===== src/rtl/core/icy_pkg.sv =====
// ----------------------------------------------------------------------------
// icy_pkg
// Types and constants for the stream metadata demux and title extractor.
// ----------------------------------------------------------------------------
package icy_pkg;

  // stream phase within one audio/metadata block
  typedef enum logic [1:0] {
    PH_AUDIO = 2'd0,
    PH_LEN   = 2'd1,
    PH_META  = 2'd2
  } phase_t;

  // title matcher phase
  typedef enum logic [1:0] {
    TP_SEARCH = 2'd0,
    TP_TITLE  = 2'd1,
    TP_FOUND  = 2'd2,
    TP_STOP   = 2'd3
  } title_phase_t;

  // classification of a stream byte
  localparam logic [1:0] KIND_AUDIO = 2'd0;
  localparam logic [1:0] KIND_LEN   = 2'd1;
  localparam logic [1:0] KIND_META  = 2'd2;

  localparam int unsigned META_CNT_WIDTH = 12;
  localparam int unsigned LEN_SHIFT      = 4;   // length byte counts 16-byte units
  localparam int unsigned KEY_LEN        = 13;
  localparam int unsigned KEY_IDX_WIDTH  = 4;
  localparam int unsigned CFG_MAX_WIDTH  = 16;

  localparam logic [7:0] CHAR_NUL   = 8'h00;
  localparam logic [7:0] CHAR_QUOTE = 8'h27;
  localparam logic [7:0] CHAR_SEMI  = 8'h3b;
  localparam logic [7:0] CHAR_S     = 8'h53;

  localparam logic [KEY_IDX_WIDTH-1:0] KEY_LAST = KEY_IDX_WIDTH'(KEY_LEN - 1);

  // StreamTitle='
  function automatic logic [7:0] key_char(input logic [KEY_IDX_WIDTH-1:0] idx);
    logic [7:0] ch;
    case (idx)
      4'd0:    ch = 8'h53;  // S
      4'd1:    ch = 8'h74;  // t
      4'd2:    ch = 8'h72;  // r
      4'd3:    ch = 8'h65;  // e
      4'd4:    ch = 8'h61;  // a
      4'd5:    ch = 8'h6d;  // m
      4'd6:    ch = 8'h54;  // T
      4'd7:    ch = 8'h69;  // i
      4'd8:    ch = 8'h74;  // t
      4'd9:    ch = 8'h6c;  // l
      4'd10:   ch = 8'h65;  // e
      4'd11:   ch = 8'h3d;  // =
      4'd12:   ch = 8'h27;  // '
      default: ch = 8'h53;
    endcase
    return ch;
  endfunction

endpackage


===== src/rtl/core/icy_metadata_demux_title_extract_top.sv =====
// ----------------------------------------------------------------------------
// icy_metadata_demux_title_extract_top
// Splits a received byte stream into audio and inline metadata, and pulls the
// stream title out of each metadata block.
// ----------------------------------------------------------------------------
// usage
//   s_* : one raw stream byte per beat (s_tdata[7:0])
//   m_* : one result beat per input beat; tuser carries the byte kind and the
//         title-character flag, tlast marks the byte that ends a metadata block
//   apb : register 0 at address 0 holds the audio chunk length; zero passes
//         every byte through as audio. write it only while the block is idle
// latency: a result appears one cycle after its input beat is accepted
// throughput: one byte per cycle; the counters and the title matcher update
//   in the same cycle as the output register load
// reset: phase returns to audio, all counters and the matcher clear, the chunk
//   length register reads zero, no result is pending
// stall: the output register holds its beat while m_tready is low; s_tready
//   follows, so a new byte is taken in the same cycle the held beat leaves
module icy_metadata_demux_title_extract_top
  import icy_pkg::*;
#(
  parameter int unsigned POSITION_WIDTH  = 48,
  parameter int unsigned CHUNK_LEN_WIDTH = 16
) (
  input  logic                                            clk,
  input  logic                                            rst,
  // apb register port
  input  logic                                            psel,
  input  logic                                            penable,
  input  logic                                            pwrite,
  input  logic [2:0]                                      paddr,
  input  logic [31:0]                                     pwdata,
  output logic [31:0]                                     prdata,
  output logic                                            pready,
  // stream input
  input  logic                                            s_tvalid,
  output logic                                            s_tready,
  input  logic [7:0]                                      s_tdata,  // data_byte
  // stream output
  output logic                                            m_tvalid,
  input  logic                                            m_tready,
  // audio_byte, audio_position, title_char, title_found, zero fill
  output logic [((POSITION_WIDTH+17+7)/8)*8-1:0]          m_tdata,
  output logic [2:0]                                      m_tuser,  // byte_kind, title_char_valid
  output logic                                            m_tlast   // block_end
);

  localparam int unsigned CFG_WIDTH =
    (CHUNK_LEN_WIDTH < CFG_MAX_WIDTH) ? CHUNK_LEN_WIDTH : CFG_MAX_WIDTH;
  localparam int unsigned TDATA_WIDTH = ((POSITION_WIDTH + 17 + 7) / 8) * 8;
  localparam int unsigned PAD_WIDTH   = TDATA_WIDTH - POSITION_WIDTH - 17;

  // configuration
  logic [CFG_WIDTH-1:0] chunk_len;
  logic                 cfg_sel;

  assign pready  = 1'b1;
  assign cfg_sel = (paddr[2] == 1'b0);
  assign prdata  = cfg_sel ? 32'(chunk_len) : 32'd0;

  always_ff @(posedge clk) begin
    if (rst) begin
      chunk_len <= '0;
    end else if (psel && penable && pwrite && pready && cfg_sel) begin
      chunk_len <= pwdata[CFG_WIDTH-1:0];
    end
  end

  // state
  phase_t                         phase, phase_next;
  logic [CHUNK_LEN_WIDTH-1:0]     audio_count, audio_count_next;
  logic [META_CNT_WIDTH-1:0]      meta_remaining, meta_remaining_next;
  logic [KEY_IDX_WIDTH-1:0]       prefix_index, prefix_index_next;
  title_phase_t                   title_phase, title_phase_next;
  logic                           held_quote, held_quote_next;
  logic                           held_valid, held_valid_next;
  logic [7:0]                     held_char, held_char_next;
  logic                           title_nonempty, title_nonempty_next;
  logic [POSITION_WIDTH-1:0]      audio_total, audio_total_next;

  // result of the current byte
  logic [1:0]                     kind_c;
  logic [7:0]                     abyte_c;
  logic                           tvalid_c;
  logic [7:0]                     tchar_c;
  logic                           bend_c;
  logic                           found_c;

  logic                           accept;
  logic [7:0]                     c;
  logic [CHUNK_LEN_WIDTH:0]       count_inc;
  logic [META_CNT_WIDTH-1:0]      meta_dec;

  assign accept    = s_tvalid && s_tready;
  assign s_tready  = !m_tvalid || m_tready;
  assign c         = s_tdata;
  assign count_inc = {1'b0, audio_count} + 1'b1;
  assign meta_dec  = meta_remaining - 1'b1;

  // matcher outputs after one content byte
  title_phase_t             mt_phase;
  logic [KEY_IDX_WIDTH-1:0] mt_index;
  logic                     mt_quote;
  logic                     mt_valid;
  logic [7:0]               mt_char;
  logic                     mt_nonempty;
  logic                     mt_tvalid;
  logic [7:0]               mt_tchar;

  always_comb begin
    mt_phase    = title_phase;
    mt_index    = prefix_index;
    mt_quote    = held_quote;
    mt_valid    = held_valid;
    mt_char     = held_char;
    mt_nonempty = title_nonempty;
    mt_tvalid   = 1'b0;
    mt_tchar    = 8'd0;
    unique case (title_phase)
      TP_SEARCH: begin
        if (c == CHAR_NUL) begin
          mt_phase = TP_STOP;
        end else if (c == key_char(prefix_index)) begin
          if (prefix_index == KEY_LAST) begin
            mt_index = '0;
            mt_phase = TP_TITLE;
          end else begin
            mt_index = prefix_index + 1'b1;
          end
        end else begin
          mt_index = (c == CHAR_S) ? KEY_IDX_WIDTH'(1) : '0;
        end
      end
      TP_TITLE: begin
        // held quote then semicolon closes a non-empty title
        if (held_valid && held_quote && c == CHAR_SEMI && title_nonempty) begin
          mt_phase = TP_FOUND;
          mt_valid = 1'b0;
          mt_quote = 1'b0;
          mt_char  = 8'd0;
        end else begin
          if (held_valid) begin
            mt_tvalid   = 1'b1;
            mt_tchar    = held_char;
            mt_nonempty = 1'b1;
          end
          if (c == CHAR_NUL) begin
            mt_phase = TP_STOP;
            mt_valid = 1'b0;
            mt_quote = 1'b0;
            mt_char  = 8'd0;
          end else begin
            mt_valid = 1'b1;
            mt_char  = c;
            mt_quote = (c == CHAR_QUOTE);
          end
        end
      end
      default: begin
      end
    endcase
  end

  always_comb begin
    phase_next          = phase;
    audio_count_next    = audio_count;
    meta_remaining_next = meta_remaining;
    prefix_index_next   = prefix_index;
    title_phase_next    = title_phase;
    held_quote_next     = held_quote;
    held_valid_next     = held_valid;
    held_char_next      = held_char;
    title_nonempty_next = title_nonempty;
    audio_total_next    = audio_total;
    kind_c              = KIND_AUDIO;
    abyte_c             = 8'd0;
    tvalid_c            = 1'b0;
    tchar_c             = 8'd0;
    bend_c              = 1'b0;
    found_c             = 1'b0;

    if (chunk_len == '0) begin
      // pass-through: everything is audio and the block logic stays cleared
      abyte_c             = c;
      audio_total_next    = audio_total + 1'b1;
      phase_next          = PH_AUDIO;
      audio_count_next    = '0;
      meta_remaining_next = '0;
      prefix_index_next   = '0;
      title_phase_next    = TP_SEARCH;
      held_quote_next     = 1'b0;
      held_valid_next     = 1'b0;
      held_char_next      = 8'd0;
      title_nonempty_next = 1'b0;
    end else begin
      unique case (phase)
        PH_LEN: begin
          kind_c              = KIND_LEN;
          prefix_index_next   = '0;
          title_phase_next    = TP_SEARCH;
          held_quote_next     = 1'b0;
          held_valid_next     = 1'b0;
          held_char_next      = 8'd0;
          title_nonempty_next = 1'b0;
          meta_remaining_next = META_CNT_WIDTH'({c, {LEN_SHIFT{1'b0}}});
          if (c == CHAR_NUL) begin
            bend_c     = 1'b1;
            phase_next = PH_AUDIO;
          end else begin
            phase_next = PH_META;
          end
        end
        PH_META: begin
          kind_c              = KIND_META;
          tvalid_c            = mt_tvalid;
          tchar_c             = mt_tchar;
          meta_remaining_next = meta_dec;
          if (meta_dec == '0) begin
            // end of block: any held byte is dropped
            bend_c              = 1'b1;
            found_c             = (mt_phase == TP_FOUND);
            phase_next          = PH_AUDIO;
            prefix_index_next   = '0;
            title_phase_next    = TP_SEARCH;
            held_quote_next     = 1'b0;
            held_valid_next     = 1'b0;
            held_char_next      = 8'd0;
            title_nonempty_next = 1'b0;
          end else begin
            prefix_index_next   = mt_index;
            title_phase_next    = mt_phase;
            held_quote_next     = mt_quote;
            held_valid_next     = mt_valid;
            held_char_next      = mt_char;
            title_nonempty_next = mt_nonempty;
          end
        end
        default: begin
          abyte_c          = c;
          audio_total_next = audio_total + 1'b1;
          // also ends the chunk when the length was lowered below the count
          if (count_inc >= (CHUNK_LEN_WIDTH+1)'(chunk_len)) begin
            phase_next       = PH_LEN;
            audio_count_next = '0;
          end else begin
            phase_next       = PH_AUDIO;
            audio_count_next = count_inc[CHUNK_LEN_WIDTH-1:0];
          end
        end
      endcase
    end
  end

  always_ff @(posedge clk) begin
    if (rst) begin
      phase          <= PH_AUDIO;
      audio_count    <= '0;
      meta_remaining <= '0;
      prefix_index   <= '0;
      title_phase    <= TP_SEARCH;
      held_quote     <= 1'b0;
      held_valid     <= 1'b0;
      held_char      <= 8'd0;
      title_nonempty <= 1'b0;
      audio_total    <= '0;
    end else if (accept) begin
      phase          <= phase_next;
      audio_count    <= audio_count_next;
      meta_remaining <= meta_remaining_next;
      prefix_index   <= prefix_index_next;
      title_phase    <= title_phase_next;
      held_quote     <= held_quote_next;
      held_valid     <= held_valid_next;
      held_char      <= held_char_next;
      title_nonempty <= title_nonempty_next;
      audio_total    <= audio_total_next;
    end
  end

  // output register
  always_ff @(posedge clk) begin
    if (rst) begin
      m_tvalid <= 1'b0;
    end else if (accept) begin
      m_tvalid <= 1'b1;
    end else if (m_tready) begin
      m_tvalid <= 1'b0;
    end
  end

  always_ff @(posedge clk) begin
    if (accept) begin
      m_tdata <= {{PAD_WIDTH{1'b0}}, found_c, tchar_c, audio_total, abyte_c};
      m_tuser <= {tvalid_c, kind_c};
      m_tlast <= bend_c;
    end
  end

endmodule


===== config.mk =====
export PLATFORM = sky130hd
export DESIGN_NAME = icy_metadata_demux_title_extract_top
export DESIGN_NICKNAME = d
export VERILOG_FILES = /design/src/rtl/core/icy_pkg.sv /design/src/rtl/core/icy_metadata_demux_title_extract_top.sv
export SDC_FILE = /design/constraint.sdc
export NUM_CORES = 1
export LEC_CHECK = 0
export BUFFER_PORTS_ARGS = -buffer_cell sky130_fd_sc_hd__buf_2
export CORE_MARGIN = 2
export CORE_UTILIZATION = 39
export DETAILED_ROUTE_END_ITERATION = 7
export GPL_ROUTABILITY_DRIVEN = 0
export GPL_TIMING_DRIVEN = 1
export HOLD_SLACK_MARGIN = 0.12
export MAX_ROUTING_LAYER = met4
export PLACE_DENSITY = 0.63
export REMOVE_ABC_BUFFERS = 1
export SETUP_SLACK_MARGIN = 0.4
export SYNTH_ARGS = -nofsm -noshare
export SYNTH_HDL_FRONTEND = slang
export SYNTH_SLANG_ARGS = --single-unit
export TNS_END_PERCENT = 30

===== constraint.sdc =====
create_clock -name clk -period 8.2 [get_ports clk]
set_input_delay 0.82 -clock clk [delete_from_list [all_inputs] [get_ports clk]]
set_output_delay 0.82 -clock clk [all_outputs]
set_load 0.005 [all_outputs]

* Word-level counts from Yosys, hierarchy flattened
Memories as Yosys holds them, arrays and structs flattened. A register that Yosys moved wholly into a read port is not among the register bits.
Index checks and enable logic that the tools add are counted.
** Word-level totals
- Output and inout bits :: 111
- Register bits after elaboration :: 181
- Memories :: 1
- Bits in writable memories :: 0
- Word-level logic and storage cells :: 137
- Input bits :: 50
- Latch bits :: 0
- Memory bits (read-only) :: 112
** Operators by class
- Add/sub/neg operators :: 4
- Eq/ne operators :: 16
- Divide/modulo/power cells :: 0
- Bitwise logic cells :: 5
- Reductions and logical operators :: 25
- $lt $le $gt $ge :: 1
- $mul :: 0
- Muxes and demuxes :: 67
- Shifts and indexed selects :: 0
** Memory list
- (no name shown) :: words 16, width 7, read ports 1, clocked after Yosys merged registers in 1, wr ports 0, line icy_pkg.sv:43 : case (idx)
** Operators with widths (number)
- $mux W48 :: 2
- $mux W8 :: 9
- $mux W16 :: 4
- $add A48 B1 Y48 const B :: 1
- $mux W4 :: 8
- $pmux W12 S2 :: 1
- $mux W1 :: 22
- $mux W2 :: 10
- $add A16 B1 Y17 const B :: 1
- $ge A17 B16 Y1 :: 1
- $eq A8 B6 Y1 const B :: 2
- $logic_not A16 Y1 :: 1
- $pmux W2 S2 :: 4
- $pmux W8 S2 :: 1
- $logic_not A12 Y1 :: 1
- $mux W12 :: 1
- $ne A4 B4 Y1 const B :: 3
- $sub A12 B1 Y12 const B :: 1
- $eq A8 B7 Y1 const B :: 1
- $eq A8 B8 Y1 :: 1
- $logic_not A8 Y1 :: 1
- $ne A4 B3 Y1 const B :: 2
- $pmux W1 S2 :: 4
- $pmux W4 S2 :: 1
- other kinds (21) :: 35

* Logic depth before layout (Yosys ltp)
- Depth in word-level cells :: 12
- Depth in mapped cells :: 17
- Mapped depth without buffers :: 15

* Worst setup path before layout
No wires, ideal clock.
- Path kind :: input to register
- Start :: input port m_tready
- End :: register (tool-made name)
- Data arrival time :: 4.516 ns
- Cell stages on the path :: 11
- Library setup time :: 0.115 ns
- Setup slack :: 3.569 ns
- Buffers on the path :: 0
- Required time :: 8.085 ns
- Cell sequence :: nand2b_1 -> nand2_1 -> inv_1 -> o31ai_1 -> a21o_1 -> a22o_1 -> nor2b_1 -> inv_1 -> ha_1 -> mux2_2 -> o21a_1
** RTL lines
- start, declared :: line icy_metadata_demux_title_extract_top.sv:41 : input logic m_tready,

* Worst setup path in the final report
- Start :: register audio_count[0]
- End :: register audio_count[11]
** Between the ends
- Longest elaborated chain between the ends :: 5
** Ends and longest elaborated chain
- start, declared :: line icy_metadata_demux_title_extract_top.sv:71 : logic [CHUNK_LEN_WIDTH-1:0] audio_count, audio_count_next;
- start signal, assigned :: line icy_metadata_demux_title_extract_top.sv:268 : audio_count <= audio_count_next;
- $add A16 B1 Y17 (*) :: line icy_metadata_demux_title_extract_top.sv:97 : assign count_inc = {1'b0, audio_count} + 1'b1;
- $ge A17 B16 Y1 :: line icy_metadata_demux_title_extract_top.sv:242 : if (count_inc >= (CHUNK_LEN_WIDTH+1)'(chunk_len)) begin
- $mux W16 (*) :: line icy_metadata_demux_title_extract_top.sv:242
- $mux W16 (*) :: line icy_metadata_demux_title_extract_top.sv:196 : unique case (phase)
- $mux W16 (*) :: line icy_metadata_demux_title_extract_top.sv:182 : if (chunk_len == '0) begin
Mark *: on every way between the ends. The rest lies on a longest branch, timed or not. The select of a mux whose other input is x is not followed.
A chain may end at the register's enable or synchronous reset.

==> flow_summary.toml <==
[run]
max-cap-violations = 0

[sta]
relSlewSlack_pct = 25.1
finClkSkew_ps = 13.3
fmax_mhz = 231
rsz0062_at_grt = "no"
holdWs_ps = 448
setup_tns_ps = 0
min_period_ps = 4330
drv_slew = 0
layout_setup_ws_ps = 3870
tightest_slew_ps = 1120
period_share_pct = 52.9
finalSetupViolCount = 0
finalHoldViolations = 0

[min_path]
min_path_cells = 2
hold_path.class = "register to register"

[synth]
async_reset_ff_share_pct = 0
synth_area_leaders = "dfxtp_1, edfxtp_1, nor2_1"
syn_avg_cell_area_um2 = 9.24
synth_edf_count = 69
synth_top_area_share_pct = 27.0
ys_seq_elements = 188
synth.most_common_cell = "nor2_1"
syn_area_mm2 = 0.00882
netlist-cell-type-count = 62
yosysTopAreaCell = "dfxtp_1"
yosysSeqAreaShare_pct = 50.5
synth_common_cells = "nor2_1, dfxtp_1, nand2_1, a21oi_1, edfxtp_1"
syn_inst = 954
ys.flop_type = "dfxtp_1"
yosysWarnings = 0

[detailed_routing]
drtIter0Drc = 445
wl_per_cell_um = 14.3
drt_pass1_iterations = 4
vias = 6840
wl_um = 19300
drc_errors = 0
ant_nets = 0
avgViaCountPerCell = 5.06

[clock_network]
clock_path_buffers = 2
clk_pin_slew_worst_paths_ps = 80
cts_made_buffers = 17
clkLatencyLatePin_ps = 440
cts_tree = "built"
cts.htree.levels = 4
clkSinkCount = 188
postCtsSetupBuffers = 0
cts_resized = 0
cts_root_buf = "clkbuf_16"
hold_buffers = 0

[pwr]
clockPowerShare_pct = 42.2
leakage_nw = 3.93
seqPwrFrac_pct = 50.7
power_frac_comb_pct = 7.1
ir_drop_mv = 0.126
p_sw_share_pct = 26.5
power_switching_uw = 523
p_int_mw = 1.45
p_per_area_mw_per_mm2 = 195

[setup_path]
cpMaxStageDelayCell = "nor3_2"
crit_path_max_incr_delay_ps = 910
endpoint = "audio_count[11]"
r2r_setup_slack_ps = 3870
startpoint_type = "register"
critPathRequiredTime_ps = 8570
startpoint = "audio_count[0]"
path_cells = "nand3_1 > or3_1 > nor2_1 > xor2_1 > ha_1 > a21o_1 > a21o_1 > a2111oi_0 > o221ai_1 > nor3_2 > o21ai_0 > a21oi_1"
r2r_start = "audio_count[0]"
cp_common_cell = "a21o_1"
setup.worst_path.end_class = "register"
r2r_end = "audio_count[11]"
setup.worst_path.class = "register to register"
arrival_ps = 4710
worst-path-max-fanout = 18
reg2regPathDepth = 12

[global_routing]
grt_pass1_wl_um = 31900
antenna_found_initial = 0
grt-ovfl-total = 0
grt_max_degree = 78
grt_usage_pct = 17.0
grt_pass1_vias = 6354

[finish]
syn_to_final_growth_pct = 15.2
final_cells = 1351
seq_area_mm2 = 0.00445
fillCellCount = 2132
nets = 1132
multiInputGateArea_mm2 = 0.00395
drive_above_1_share_pct = 16.0
num_antenna_cells = 0

[floorplan]
die_width_um = 154
die_h_um = 154
start_util_pct = 39.3
die_area_mm2 = 0.0238
io_pins = 161
rows = 55
coreArea_mm2 = 0.0224

[place]
place_ws_ps = 3890
dp_cells = 1319
port_buffers = 118
hpwl_um = 13500

[outcome]
status = "complete, no violations"
==> per-layer routing <==
| layer | vias up | share of wire (%) | routed length (um) | GRT usage [%] |
|---|---|---|---|---|
| li1 | 3476 | - | - | - |
| met1 | 3159 | 48 | 9200 | 22.8 |
| met2 | 176 | 46 | 8820 | 25.8 |
| met3 | 29 | 4.6 | 894 | 3.31 |
| met4 | 0 | 2.0 | 392 | 6.08 |
| met5 | - | 0 | 0 | - |
==> cell type report <==
class,count,share of cell area [%]
clock buffers,17,4.19
clock inverters,15,1.80
inverters,41,1.52
multi-input cells,681,38.8
flip-flops and latches,188,43.9
well taps,285,3.51
repair buffers,124,6.28
==> logic make-up after synthesis <==
logic type	Yosys count	synth area share [%]
flops	188	50.5
xor+xnor	66	6.56
simple gates	412	22.5
buf+inv	107	5.69
other cells	2	0.0852
fa+ha+maj	29	4.11
mux	6	0.780
compound gates	144	9.73
==> power by group through the flow <==
| stage | clock (mW) | sequential, mW | combinational [mW] |
|---|---|---|---|
| after CTS | 0.852 | 1.00 | 0.142 |
| after floorplan | 0 | 1.02 | 0.0711 |
| after global placement | 0 | 1.02 | 0.141 |
| after detailed placement | 0 | 1.02 | 0.142 |
| final | 0.833 | 1.00 | 0.141 |
| after global routing | 0.890 | 1.00 | 0.158 |
==> worst min path at each step <==
| stage | from | to | slack (ps) |
|---|---|---|---|
| after floorplan | held_char[0] | held_char[0] | 420 |
| after CTS | held_char[6] | held_char[6] | 450 |
| final | held_char[6] | held_char[6] | 450 |
| after global routing | held_char[2] | held_char[2] | 480 |
| after detailed placement | held_char[6] | held_char[6] | 440 |
| after global placement | held_char[7] | held_char[7] | 440 |
==> state kept, by name (all words and copies together), names as in the netlist, named ones only <==
signal / cells
m_tlast: 1
phase: 2
meta_remaining: 12
held_valid: 1
audio_total: 48
m_tuser: 3
m_tvalid: 1
prefix_index: 4
held_quote: 1
audio_count: 16
held_char: 8
chunk_len: 16
title_nonempty: 1
m_tdata: 65
title_phase: 2
==> stage by stage <==
step / util (%) / cell area [um^2] / power (mW)
after CTS: 45.3 / 10200 / 2.00
after detailed placement: 42.6 / 9550 / 1.17
final: 45.3 / 10200 / 1.98
after floorplan: - / 8550 / 1.10
after global routing: 45.3 / 10200 / 2.05
after global placement: 42.6 / 9550 / 1.16
==> worst max-delay path: cells and delay by family, from the launching register on <==
family | cells | cell delay [ps]
AOI/OAI and AO/OA | 6 | 1440
xor gates and xnor gates | 1 | 190
adders and majority gates | 1 | 260
DFF | 1 | 430
and+or+nand+nor | 4 | 1930
==> cell usage in the layout, fill, tap and decap left out, drive strengths merged, types with 5 or more instances in the layout <==
cell type,netlist,routed
a21o,5,5
a21oi,76,76
a31oi,5,5
and2,12,12
and3,11,11
buf,26,124
clkbuf,40,17
clkinv,1,7
conb,2,24
dfxtp,119,119
edfxtp,69,69
ha,29,29
inv,40,49
nand2,99,99
nand3,59,59
nand4,22,22
nor2,120,120
nor2b,14,14
nor3,27,27
nor4,13,13
o21ai,26,26
or3,8,8
or4,5,5
xnor2,23,23
xor2,43,43
Note: power is estimated with default switching activity, not from simulation.
